`src/sv/wmul_combine.sv`:
```
// Final product assembly and high-half signed correction, two pipeline stages.
module wmul_combine #(
    parameter int unsigned OPERAND_WIDTH = 64
) (
    input  logic                                   clk,
    input  logic                                   rst_n,
    input  logic                                   in_valid,
    output logic                                   in_ready,
    input  logic [2*((OPERAND_WIDTH+1)/2)-1:0]     ll_in,
    input  logic [2*((OPERAND_WIDTH+1)/2)-1:0]     hh_in,
    input  logic [2*((OPERAND_WIDTH+1)/2):0]       mid_in,
    input  logic [OPERAND_WIDTH-1:0]               corr_in,
    output logic                                   out_valid,
    input  logic                                   out_ready,
    output logic [OPERAND_WIDTH-1:0]               low_out,
    output logic [OPERAND_WIDTH-1:0]               high_out
);

    localparam int unsigned HALF_W = (OPERAND_WIDTH + 1) / 2;
    localparam int unsigned PP_W   = 2 * HALF_W;
    localparam int unsigned FULL_W = 2 * PP_W;

    logic [FULL_W-1:0]        mid_ext;
    logic [FULL_W-1:0]        full_next;
    logic [FULL_W-1:0]        full_reg;
    logic [OPERAND_WIDTH-1:0] corr_reg;
    logic                     v1_reg;
    logic                     en1;
    logic [OPERAND_WIDTH-1:0] low_reg;
    logic [OPERAND_WIDTH-1:0] high_reg;
    logic                     v2_reg;
    logic                     en2;

    always_comb
    begin
        mid_ext = '0;
        mid_ext[PP_W:0] = mid_in;
        full_next = {hh_in, ll_in} + (mid_ext << HALF_W);
    end

    assign en2      = !v2_reg || out_ready;
    assign en1      = !v1_reg || en2;
    assign in_ready = en1;

    always_ff @(posedge clk or negedge rst_n)
    begin
        if (!rst_n)
        begin
            v1_reg <= 1'b0;
            v2_reg <= 1'b0;
        end
        else
        begin
            if (en1)
            begin
                v1_reg <= in_valid;
            end
            if (en2)
            begin
                v2_reg <= v1_reg;
            end
        end
    end

    always_ff @(posedge clk)
    begin
        if (en1 && in_valid)
        begin
            full_reg <= full_next;
            corr_reg <= corr_in;
        end
    end

    // High half wraps modulo 2^OPERAND_WIDTH.
    always_ff @(posedge clk)
    begin
        if (en2 && v1_reg)
        begin
            low_reg  <= full_reg[OPERAND_WIDTH-1:0];
            high_reg <= full_reg[2*OPERAND_WIDTH-1:OPERAND_WIDTH] - corr_reg;
        end
    end

    assign out_valid = v2_reg;
    assign low_out   = low_reg;
    assign high_out  = high_reg;

endmodule

```
`config.mk`:
```
export PLATFORM = sky130hd
export DESIGN_NAME = wmul_combine
export DESIGN_NICKNAME = d
export VERILOG_FILES = /design/src/sv/wmul_combine.sv
export SDC_FILE = /design/constraint.sdc
export NUM_CORES = 1
export LEC_CHECK = 0
export ABC_AREA = 1
export BUFFER_PORTS_ARGS = -buffer_cell sky130_fd_sc_hd__buf_2
export CAP_MARGIN = 15
export CORE_MARGIN = 10
export CORE_UTILIZATION = 50
export CTS_CLUSTER_DIAMETER = 30
export CTS_CLUSTER_SIZE = 40
export DETAILED_ROUTE_END_ITERATION = 7
export PLACE_DENSITY = 0.75
export SLEW_MARGIN = 20
export SYNTH_ARGS = -nofsm -noshare
export SYNTH_HDL_FRONTEND = slang
export SYNTH_SLANG_ARGS = --single-unit
```
`constraint.sdc`:
```
create_clock -name clk -period 10.2 [get_ports clk]
set_input_delay 2.04 -clock clk [delete_from_list [all_inputs] [get_ports clk]]
set_output_delay 2.04 -clock clk [all_outputs]
set_load 0.03 [all_outputs]
```
Word-level counts from Yosys, hierarchy flattened
Index checks and enable logic that the tools add are counted.
{ "word_totals": {"wordCells": 14, "output_inout_bits": 130, "inputBits": 261, "regBits": 322} }
{ "classes": {"reduce_logical": 6, "addsub": 2} }
{ "ops": {"columns": ["cell", "count"], "rows": [
  ["128-bit by 97-bit adder with 128-bit output", 1],
  ["64-bit subtractor", 1],
  ["1-bit logical AND", 2],
  ["1-bit logical NOT", 2],
  ["1-bit logical OR", 2]
]} }

Longest topological paths before layout
{ "logic_depth": {"ltp_word": 4, "ltp_mapped": 16, "ltp_nobuf": 16} }

Worst setup path before layout
OpenSTA, ideal clock, no wires.
{ "synth_timing": {"path_type": "input-to-reg", "start": "input port out_ready", "end": "register high_reg[0], in the netlist high_out[0] (enable)", "required_ns": 9.543, "path_slack_ns": 1.303, "t_arrival_ns": 8.239, "cell_stages": 2, "cell_sequence": "inv_1 > a21oi_1"} }
{ "synth_via": {"elab_chain_cells": 2} }
{ "synth_rtl": {"columns": ["item", "line", "text"], "rows": [
  ["start: declaration", "14", "input logic out_ready,"],
  ["1-bit logical OR", "41", "assign en2 = !v2_reg || out_ready;"],
  ["1-bit logical AND", "77", "if (en2 && v1_reg)"],
  ["end signal: assignment", "80", "high_reg <= full_reg[2*OPERAND_WIDTH-1:OPERAND_WIDTH] - corr_reg;"],
  ["end: declaration", "30", "logic [OPERAND_WIDTH-1:0] high_reg;"]
]} }
Every way passes these cells.
A chain may end at the register's enable or synchronous reset.

Worst setup path after layout
{ "layout_timing": {"start": "input port out_ready", "end": "output port in_ready"} }
{ "layout_via": {"elab_chain_cells": 2} }
{ "layout_rtl": {"columns": ["item", "line", "text"], "rows": [
  ["1-bit logical OR", "41", null],
  ["1-bit logical OR", "42", "assign en1 = !v1_reg || en2;"],
  ["end: declaration", "8", "output logic in_ready,"]
]} }
Every way passes these cells.

==> flow_metrics.py <==
metrics = {
    "run_status": {
        "status": "finished clean",
    },
    "drt": {
        "vias_per_cell": 5.08,
        "first_pass_iters": 7,
        "first_iter_violations": 1902,
        "drt-wirelength-per-cell_um": 19.4,
        "finalWirelength_um": 85800,
        "num_vias": 22400,
        "drc": 0,
        "antenna_left": 0,
    },
    "pwr": {
        "p_sw_frac": 0.344,
        "p_switching_w": 0.00174,
        "powerDensity_nw_per_um2": 180,
        "p_leak_nw": 15.1,
        "pwr-share-comb": 0.265,
        "power_frac_seq": 0.344,
        "irDropWorstVdd_mv": 0.201,
        "pwr-share-clk": 0.391,
        "p_int_w": 0.00332,
    },
    "yosys": {
        "synthMostInstantiatedCell": "nand2_1",
        "netlist.area_leader.share": 0.412,
        "synth-adder-area-share": 0.0704,
        "synth_top_family_by_area": "simple AND/OR/NAND/NOR gates",
        "syn_area_um2": 23300,
        "synth_compound_area_frac": 0.0468,
        "synth-seq-cells": 322,
        "synth.area.mux_share": 0,
        "synthSimpleGateAreaFrac": 0.319,
        "synth_cell_types": 32,
        "ys.warnings.count": 0,
        "synth_edf_count": 320,
        "syn_inst": 3302,
        "ys_seq_area_frac": 0.414,
        "ys_top_cells_by_area": "edfxtp_1, nand2_1, inv_1",
        "async_reset_ff_frac": 0.00621,
        "yosys.area_share.xor_xnor": 0.0327,
        "yosysTopAreaCell": "edfxtp_1",
        "synth-main-ff-cell": "edfxtp_1",
        "synth.net_count": 3693,
        "syn_avg_cell_area_um2": 7.06,
        "synth_common_cells": "nand2_1, inv_1, edfxtp_1",
    },
    "sta": {
        "tightest_slew_ns": 0.944,
        "skew_ns": 0.0344,
        "finalSetupViolCount": 0,
        "final_max_slew_viol_count": 0,
        "max_freq_mhz": 216,
        "hold_viol_final": 0,
        "rsz0062_at_grt": "false",
        "min_period_over_period": 0.454,
        "slew_headroom": 0.370,
        "tns_ns": 0,
        "period_needed_ns": 4.63,
    },
    "placed_design": {
        "post-dp-hpwl_um": 73000,
        "place.port_buffers": 390,
        "place_area_um2": 26100,
        "place.gp.congestion": 1.05,
    },
    "floorplan": {
        "die-height_um": 236,
        "die_area_um2": 55600,
        "io_pins": 391,
        "core_area_um2": 46400,
        "rows": 79,
        "die_x_um": 236,
        "start_util": 0.503,
    },
    "worst_setup_path": {
        "cp.arrival_ns": 2.59,
        "crit_path_frequent_cell": "buf_2",
        "cp_top_family": "buffers and inverters",
        "endpoint_kind": "output port",
        "cp.required_ns": 8.16,
        "crit_chain": "buf_2 > inv_1 > nand3_1 > buf_2",
        "criticalPathCategory": "input port to output port",
        "crit_fanout": 3,
        "timing.rr.start": "out_valid",
        "start_kind": "input port",
        "crit_start": "out_ready",
        "critical_path_buf_inv_count": 3,
        "cp_slowest_cell": "buf_2",
        "crit_path_max_incr_delay_ns": 0.21,
    },
    "cts": {
        "insertion_delay_ns": 0.64,
        "clock_path_buffers": 3,
        "cts_tree": "built",
        "h-tree-depth": 2,
        "holdBufCountCts": 0,
        "clockRootBuffer": "clkbuf_16",
        "cts_buffers": 61,
        "clock-sinks": 322,
        "postCtsResizedCells": 0,
        "clk_pin_slew_ns": 0.05,
        "cts_setup_buffers": 0,
    },
    "global_route": {
        "gr-usage-all-layers": 0.299,
        "grt_max_degree": 83,
        "gr-total-overflow": 0,
        "antenna_found_initial": 1,
        "first_global_vias": 21800,
        "grt_pass1_wl_um": 127000,
    },
    "finish": {
        "n_fill_cell": 4371,
        "multiInputGateArea_um2": 10900,
        "fin_area_um2": 28100,
        "syn_to_final_growth_pct": 20.8,
        "largest_register_ffs": 128,
        "seq_area_um2": 9660,
        "drive_gt1_frac": 0.144,
        "fin_nets": 4150,
    },
    "job": {
        "cap_violations": 0,
    },
    "worst_hold_path": {
        "holdCritPathClass": "flop to flop",
        "min_from": "full_reg[30]",
    },
}
[power by group through the flow]
stage                     logic, W  clock network [W]  registers (W)
final                      0.00134            0.00198        0.00174
after global routing       0.00146            0.00207        0.00175
after CTS                  0.00132            0.00200        0.00174
after detailed placement   0.00132                  0        0.00176
after global placement     0.00131                  0        0.00176
after floorplan           0.000688                  0        0.00193
[cells in the final DEF, fill, tap and decap left out, types with 27 or more instances in the layout]
| cell type | synthesis | layout |
|---|---|---|
| o21ai_0 | 62 | 62 |
| buf_2 | 0 | 390 |
| xor2_1 | 85 | 85 |
| nand4_1 | 36 | 36 |
| nand3_1 | 150 | 150 |
| ha_1 | 128 | 128 |
| nor3_1 | 27 | 27 |
| clkbuf_16 | 0 | 61 |
| edfxtp_1 | 320 | 320 |
| nor2_1 | 303 | 303 |
| a21oi_1 | 128 | 127 |
| inv_1 | 720 | 719 |
| nand2_1 | 1246 | 1246 |
[kinds of logic after synthesis]
kind of cell               Yosys count
AOI/OAI and AO/OA                  209
xor gates and xnor gates            87
adders and majority gates          130
buffers and inverters              723
DFF                                322
and+or+nand+nor                   1831
[final timing paths]
| kind | to | slack [ns] | depth (start not counted) |
|---|---|---|---|
| worst min-delay path | low_out[30] | 0.39 | 0 |
| worst min register to register | low_out[30] | 0.39 | 0 |
| min in group asynchronous | out_valid | 1.18 | 1 |
| max in group asynchronous | v1_reg | 8.92 | 1 |
| worst max-delay path | in_ready | 5.57 | 4 |
| worst max register to register | full_reg[126] | 7.06 | 5 |
[routing by layer]
layer	track usage	vias to the layer above	part of all wire
li1	-	11200	-
met1	0.381	10200	0.42
met2	0.503	912	0.47
met3	0.0466	177	0.069
met4	0.113	0	0.040
met5	0	-	0
[cell type report]
cell class              count  area share
well taps                 607      0.0270
clock inverters            52      0.0193
clock buffers              63      0.0545
inverters                 723      0.0966
multi-input cells        2257       0.389
diodes                      1   0.0000889
repair buffers            394      0.0704
flip-flops and latches    322       0.343
[worst register-to-register path, cell delays in order (launching register included)]
cell and delay, ns:
dfrtp_1 0.43, nand3_1 0.15, nand2_1 0.12, clkinv_4 0.53, buf_4 0.63, buf_4 0.83
[through the flow]
stage,hold slack [ns],util,power (W),setup slack [ns],std cells
after detailed placement,0.405,0.562,0.00308,5.37,4303
final,0.387,0.607,0.00506,5.57,4419
after global routing,0.393,0.607,0.00528,5.53,4419
after global placement,0.400,0.562,0.00307,5.38,4303
after floorplan,0.400,-,0.00261,1.30,3302
after CTS,0.382,0.607,0.00506,5.58,4418
(Power assumes the default switching activity.)
