===== src/sv/wmul_pkg.sv =====
// Shared types and constants for the wide multiplier.
package wmul_pkg;

    localparam int unsigned DATA_W   = 64;
    localparam int unsigned OPCODE_W = 2;

    typedef enum logic [OPCODE_W-1:0] {
        OP_UU     = 2'd0,
        OP_SS     = 2'd1,
        OP_SU     = 2'd2,
        OP_UU_ALT = 2'd3
    } opcode_t;

endpackage


===== src/sv/wmul_prep.sv =====
// Operand masking and high-half sign correction term, first pipeline stage.
module wmul_prep #(
    parameter int unsigned OPERAND_WIDTH = 64
) (
    input  logic                              clk,
    input  logic                              rst_n,
    input  logic                              in_valid,
    output logic                              in_ready,
    input  logic [wmul_pkg::OPCODE_W-1:0]     opcode,
    input  logic [wmul_pkg::DATA_W-1:0]       operand_a,
    input  logic [wmul_pkg::DATA_W-1:0]       operand_b,
    output logic                              out_valid,
    input  logic                              out_ready,
    output logic [OPERAND_WIDTH-1:0]          a_out,
    output logic [OPERAND_WIDTH-1:0]          b_out,
    output logic [OPERAND_WIDTH-1:0]          corr_out
);

    logic [OPERAND_WIDTH-1:0] a_m;
    logic [OPERAND_WIDTH-1:0] b_m;
    logic [OPERAND_WIDTH-1:0] corr_next;
    logic [OPERAND_WIDTH-1:0] a_reg;
    logic [OPERAND_WIDTH-1:0] b_reg;
    logic [OPERAND_WIDTH-1:0] corr_reg;
    logic                     valid_reg;
    logic                     en;
    wmul_pkg::opcode_t        op;

    assign a_m = operand_a[OPERAND_WIDTH-1:0];
    assign b_m = operand_b[OPERAND_WIDTH-1:0];
    assign op  = wmul_pkg::opcode_t'(opcode);

    // Subtract the other operand from the high half for each negative signed operand.
    always_comb
    begin
        unique case (op)
            wmul_pkg::OP_SS:
            begin
                corr_next = (a_m[OPERAND_WIDTH-1] ? b_m : '0)
                          + (b_m[OPERAND_WIDTH-1] ? a_m : '0);
            end
            wmul_pkg::OP_SU:
            begin
                corr_next = a_m[OPERAND_WIDTH-1] ? b_m : '0;
            end
            default:
            begin
                corr_next = '0;
            end
        endcase
    end

    assign en       = !valid_reg || out_ready;
    assign in_ready = en;

    always_ff @(posedge clk or negedge rst_n)
    begin
        if (!rst_n)
        begin
            valid_reg <= 1'b0;
        end
        else if (en)
        begin
            valid_reg <= in_valid;
        end
    end

    always_ff @(posedge clk)
    begin
        if (en && in_valid)
        begin
            a_reg    <= a_m;
            b_reg    <= b_m;
            corr_reg <= corr_next;
        end
    end

    assign out_valid = valid_reg;
    assign a_out     = a_reg;
    assign b_out     = b_reg;
    assign corr_out  = corr_reg;

endmodule


===== config.mk =====
export PLATFORM = sky130hd
export DESIGN_NAME = wmul_prep
export DESIGN_NICKNAME = d
export VERILOG_FILES = /design/src/sv/wmul_pkg.sv /design/src/sv/wmul_prep.sv
export SDC_FILE = /design/constraint.sdc
export NUM_CORES = 1
export LEC_CHECK = 0
export BUFFER_PORTS_ARGS = -buffer_cell sky130_fd_sc_hd__buf_2
export CORE_ASPECT_RATIO = 1.1
export CORE_UTILIZATION = 56
export CTS_BUF_LIST = sky130_fd_sc_hd__clkbuf_4 sky130_fd_sc_hd__clkbuf_8
export DETAILED_ROUTE_END_ITERATION = 7
export HOLD_SLACK_MARGIN = 0.03
export PLACE_DENSITY = 0.82
export SYNTH_ARGS = -nofsm -noshare
export SYNTH_HDL_FRONTEND = slang
export SYNTH_SLANG_ARGS = --single-unit

===== constraint.sdc =====
create_clock -name clk -period 6.4 [get_ports clk]
set_input_delay 0.64 -clock clk [delete_from_list [all_inputs] [get_ports clk]]
set_output_delay 0.64 -clock clk [all_outputs]
set_load 0.02 [all_outputs]

**Yosys cells after proc, flatten, opt, wreduce, memory -nomap -nowiden**

Index checks and enable logic that the tools add are counted.

- Input bits: 134
- Output and inout port bits: 194
- Bits in registers: 193
- Logic and storage cells: 13

- Reductions and logical operators: 3
- $add $sub $neg: 1
- Equality and inequality tests: 2
- Muxes and demuxes: 3

Operator list:

| cell | count |
|---|---|
| 2-to-1 mux 64 bit | 2 |
| case mux 64 bit (2 select lines) | 1 |
| adder 64 bit | 1 |
| equality test 2 x 1 -> 1 bit (second input constant) | 1 |
| equality test 2 bit (second input constant) | 1 |
| logical AND 1 bit | 1 |
| zero test 1 bit | 1 |
| logical OR 1 bit | 1 |

**Longest topological paths before layout**

- Word-level depth: 3
- Depth in mapped cells: 20
- Mapped depth without buffers: 14

**Worst setup path before layout**

No wires, ideal clock.

- Path type: input to register
- Start: in out_ready
- End: reg a_reg[0], in the netlist a_out[0], enable pin
- Path buffers: 0
- Required time: 5825 ps
- Library setup time: 575 ps
- Slack: 508 ps
- Stages on the path: 2
- Data arrival time: 5317 ps
- Cells stage by stage: nand2b_1 -> and2_1

- Cells in the longest elaborated chain, start to end: 2

RTL lines:

| element | line | RTL |
|---|---|---|
| start, declared | wmul_prep.sv:13 | `input logic out_ready,` |
| logical OR 1 bit | wmul_prep.sv:53 | `assign en = !valid_reg \|\| out_ready;` |
| logical AND 1 bit | wmul_prep.sv:70 | `if (en && in_valid)` |
| end signal, assigned | wmul_prep.sv:72 | `a_reg <= a_m;` |
| end, declared | wmul_prep.sv:22 | `logic [OPERAND_WIDTH-1:0] a_reg;` |

No other way between the ends.
A chain may end at the register's enable or synchronous reset.

**Worst setup path in the final report**

- Start: in operand_a[63] in the netlist's numbering
- End: reg corr_reg[44], in the netlist corr_out[44], data pin

- Cells in the longest elaborated chain, start to end: 3

RTL lines:

| element | line | RTL |
|---|---|---|
| start, declared | wmul_prep.sv:10 | `input logic [wmul_pkg::DATA_W-1:0] operand_a,` |
| 2-to-1 mux 64 bit * | wmul_prep.sv:39, wmul_prep.sv:44 |  |
| adder 64 bit | wmul_prep.sv:40 | `+ (b_m[OPERAND_WIDTH-1] ? a_m : '0);` |
| case mux 64 bit (2 select lines) * | wmul_prep.sv:36 | `unique case (op)` |
| net corr_next[44] | wmul_prep.sv:21 | `logic [OPERAND_WIDTH-1:0] corr_next;` |
| end signal, assigned | wmul_prep.sv:74 | `corr_reg <= corr_next;` |
| end, declared | wmul_prep.sv:24 | `logic [OPERAND_WIDTH-1:0] corr_reg;` |

Mark *: on every way through the listed nets, which the timed path passes. The rest lies on a longest branch.

==> summary.txt <==
Pwr
  • Peak VDD IR: 0.000145 V
  • Pwr/cell area: 206 nW/um^2
  • Reg power frac: 0.489
  • Net Sw Frac: 0.327
  • Switching power total: 999 uW
  • Clock power share: 0.285
  • Combinational cell fraction of total power: 0.226
  • Leakage power: 6.04 nW
  • Power after layout: 3.06 mW
  • Total internal power: 2.06 mW

Global routing
  • Grt met3 use: 0.0483
  • Overall routing resource usage: 0.291
  • First-pass GRT wire length: 54200 um
  • Vias in the first global route: 10400
  • Grt total ovfl: 0
  • Met1 usage: 0.366
  • Initial antenna violation count: 1
  • Layer with the highest usage: met2
  • Largest net degree at the start of global routing: 92
  • Met2 usage: 0.510

Logic synthesis
  • XOR/XNOR Fraction of Synth Area: 0.0514
  • Largest family of logic cells by synthesized area: compound AO/OA/AOI/OAI gates
  • Syn nets: 1452
  • Prevailing post-synth register cell: edfxtp_1
  • Number of synthesis warnings: 0
  • Synth top area share: 0.451
  • Post-Syn Area: 12800 um^2
  • Async set-reset flop share out of synthesis: 0.00518
  • Mux contribution to synthesized area: 0.000783
  • Synth Area in Adders: 0.0480
  • Synth Instances: 1272
  • Synth top area cells: edfxtp_1 (45%), and2_1 (4.5%), ha_1 (4.4%), o21ai_0 (4.0%), nor4bb_1 (3.7%)
  • Synthesized flop and latch total: 193
  • Cell variety after synth: 87
  • Simple-Gate Fraction of Synth Area: 0.192
  • Commonest cells in the netlist: edfxtp_1 (192), nand2_1 (114), o21ai_0 (102)
  • Mean post-synth cell area: 10.0 um^2
  • Cell taking the most area after synthesis: edfxtp_1
  • Post-synth EDFFs: 192
  • Sequential area share after synthesis: 0.453
  • Post-synthesis compound-gate area fraction: 0.206
  • Most frequent cell after synthesis: edfxtp_1

STA
  • Fmax: 0.243 GHz
  • RSZ-0062 raised after global routing: false
  • Final setup viols: 0
  • Tcrit/Tclk final: 0.644
  • Fin crit period: 4.12 ns
  • Worst-case clock skew: 0.0115 ns
  • Slew @ Worst Pin: 0.983 ns
  • Pins over their slew limit: 0
  • Max_slew headroom: 0.345
  • Final hold viol count: 0
  • Total Neg Setup Slack: 0 ns

Worst setup path
  • Critical path's slowest cell: nand2_1
  • CP startpoint kind: input port
  • CP max stage delay: 0.62 ns
  • Crit-path max FO: 91
  • Crit path kind: input port to register
  • R2R Path Start: out_valid
  • Worst path buffer plus inverter count: 1
  • CP Data Arrival Time: 4.37 ns
  • Setup slack, reg-to-reg: 3.85 ns
  • Worst path most repeated cell: nand2_1
  • CP cell instances: buf_4, nand2_1, a41oi_1, nor2_1, a211oi_2, a211o_1, o2111ai_2, nand2_2, a21oi_2, o41ai_1, mux2i_1, nand2_1
  • Worst Path Required: 6.64 ns
  • Delay-heaviest family, CP: compound AO/OA/AOI/OAI gates
  • Crit. End Element: register
  • CP Launch Point: operand_a[63]

Outcome
  • Status: complete, no violations

Clock tree
  • Worst-Skew Late Latency: 0.47 ns
  • CTS tree: done
  • Worst-path clk slew: 0.12 ns
  • Clock Path Buffers: 2
  • H-tree levels: 4
  • Cts bufs inserted: 17
  • Resized Gates After CTS: 0
  • Root Buffer: clkbuf_8
  • Clk sinks: 193

Die
  • Die height: 160 um
  • # rows: 57
  • Die ar.: 23400 um^2
  • Core Area: 22300 um^2
  • Die width: 146 um
  • Initial core utilization: 0.574
  • Ports: 328

Route
  • Vias: 11200
  • TritonRoute pass-1 iters: 6
  • Drt initial violations: 981
  • Vias per cell: 6.09
  • Antenna Nets Post-Route: 0
  • Wire per inst: 18.9 um
  • DRC: 0
  • Total Wirelength: 34700 um

Placement
  • Placer Congestion: 0.914
  • I/O Buffers: 327
  • Detail Placement HPWL: 25000 um

Finish
  • Share of layout cells above drive strength 1: 0.258
  • Util after Layout: 0.665
  • Final net count: 1707
  • ANT cells: 0
  • Area grow syn2layout: 15.9%
  • Fillers: 1804

Run
  • Max-Cap Viols: 0

Worst hold path
  • Hold wc startpoint: operand_b[53]
  • Class of the worst hold path: input port to register
per-layer routing:
metal	up-vias	share of wire
li1	5307	-
met1	5318	0.41
met2	492	0.50
met3	67	0.068
met4	0	0.023
met5	-	0
layout by cell type (no fill, tap or decap), types with 4 or more instances in the layout:
master,netlist,final
a21boi_0,6,6
a21o_1,22,22
a21oi_1,80,80
a22o_1,28,28
a22oi_1,25,25
a31oi_1,8,8
a32oi_1,8,8
a41oi_1,6,6
and2_1,92,91
and3_1,18,18
buf_2,29,325
buf_4,6,11
clkbuf_8,0,17
clkinv_8,0,6
edfxtp_1,192,192
ha_1,45,45
inv_1,28,28
nand2_1,114,114
nand2b_1,9,9
nand3_1,25,25
nand4_1,34,34
nor2_1,57,57
nor2b_1,7,5
nor3_1,5,5
nor4bb_1,47,47
o211ai_1,16,16
o21a_1,7,7
o21ai_0,102,102
o21ai_1,16,16
o21ai_2,4,4
o21bai_1,10,10
o22a_1,5,5
o22ai_1,4,4
o2bb2ai_1,6,6
o31ai_1,4,4
xnor2_1,47,47
xor2_1,28,28
state kept, by name, indices dropped and copies added (netlist names):
| register | cells |
|---|---|
| out_valid | 1 |
| b_out | 64 |
| a_out | 64 |
| corr_out | 64 |
metrics by stage:
| stage | instance area [um^2] | std cells | setup slack, ns | hold slack [ns] |
|---|---|---|---|---|
| floorplan | 12800 | 1272 | 0.508 | 0.344 |
| global placement | 14300 | 1802 | 1.95 | 0.415 |
| detailed placement | 14300 | 1802 | 1.86 | 0.417 |
| CTS | 14800 | 1835 | 2.36 | 0.326 |
| global route | 14800 | 1835 | 2.05 | 0.322 |
| finish | 14800 | 1835 | 2.28 | 0.338 |
final cells by class:
type                       instances  area, um^2  area share
multi-input combinational        950        6370       0.431
clock buffer                      17         234      0.0158
tap                              295         369      0.0249
timing repair buffer             337        1720       0.116
sequential                       193        5790       0.391
inverter                          28         105     0.00710
clock inverter                    15         211      0.0143
kinds of logic after synthesis:
group,after synthesis
AO/OA/AOI/OAI,394
XOR/XNOR,75
adder cells (fa/ha/maj),49
buffers and inverters,129
flip-flops,193
multiplexers,1
AND/OR/NAND/NOR,431
what timing repair did:
item	CTS	global route
buffers inserted	0	0
endpoints found under the setup margin	0	0
hold endpoints to repair	1	0
hold buffers	1	0
power by group through the flow:
stage / logic (mW) / clock network [mW] / registers (mW)
after floorplan: 0.377 / 0 / 1.63
after detailed placement: 0.682 / 0 / 1.52
after global placement: 0.672 / 0 / 1.52
final: 0.689 / 0.871 / 1.49
after global routing: 0.747 / 0.921 / 1.50
after CTS: 0.685 / 0.880 / 1.50
worst paths after layout:
check                                    end  depth (start not counted)
worst min register to register     out_valid                          2
worst min-delay path               b_out[53]                          1
max in group asynchronous          out_valid                          2
worst max register to register     a_out[40]                          3
worst max-delay path            corr_out[44]                         12
min in group asynchronous          out_valid                          2
(Power assumes the default switching activity.)
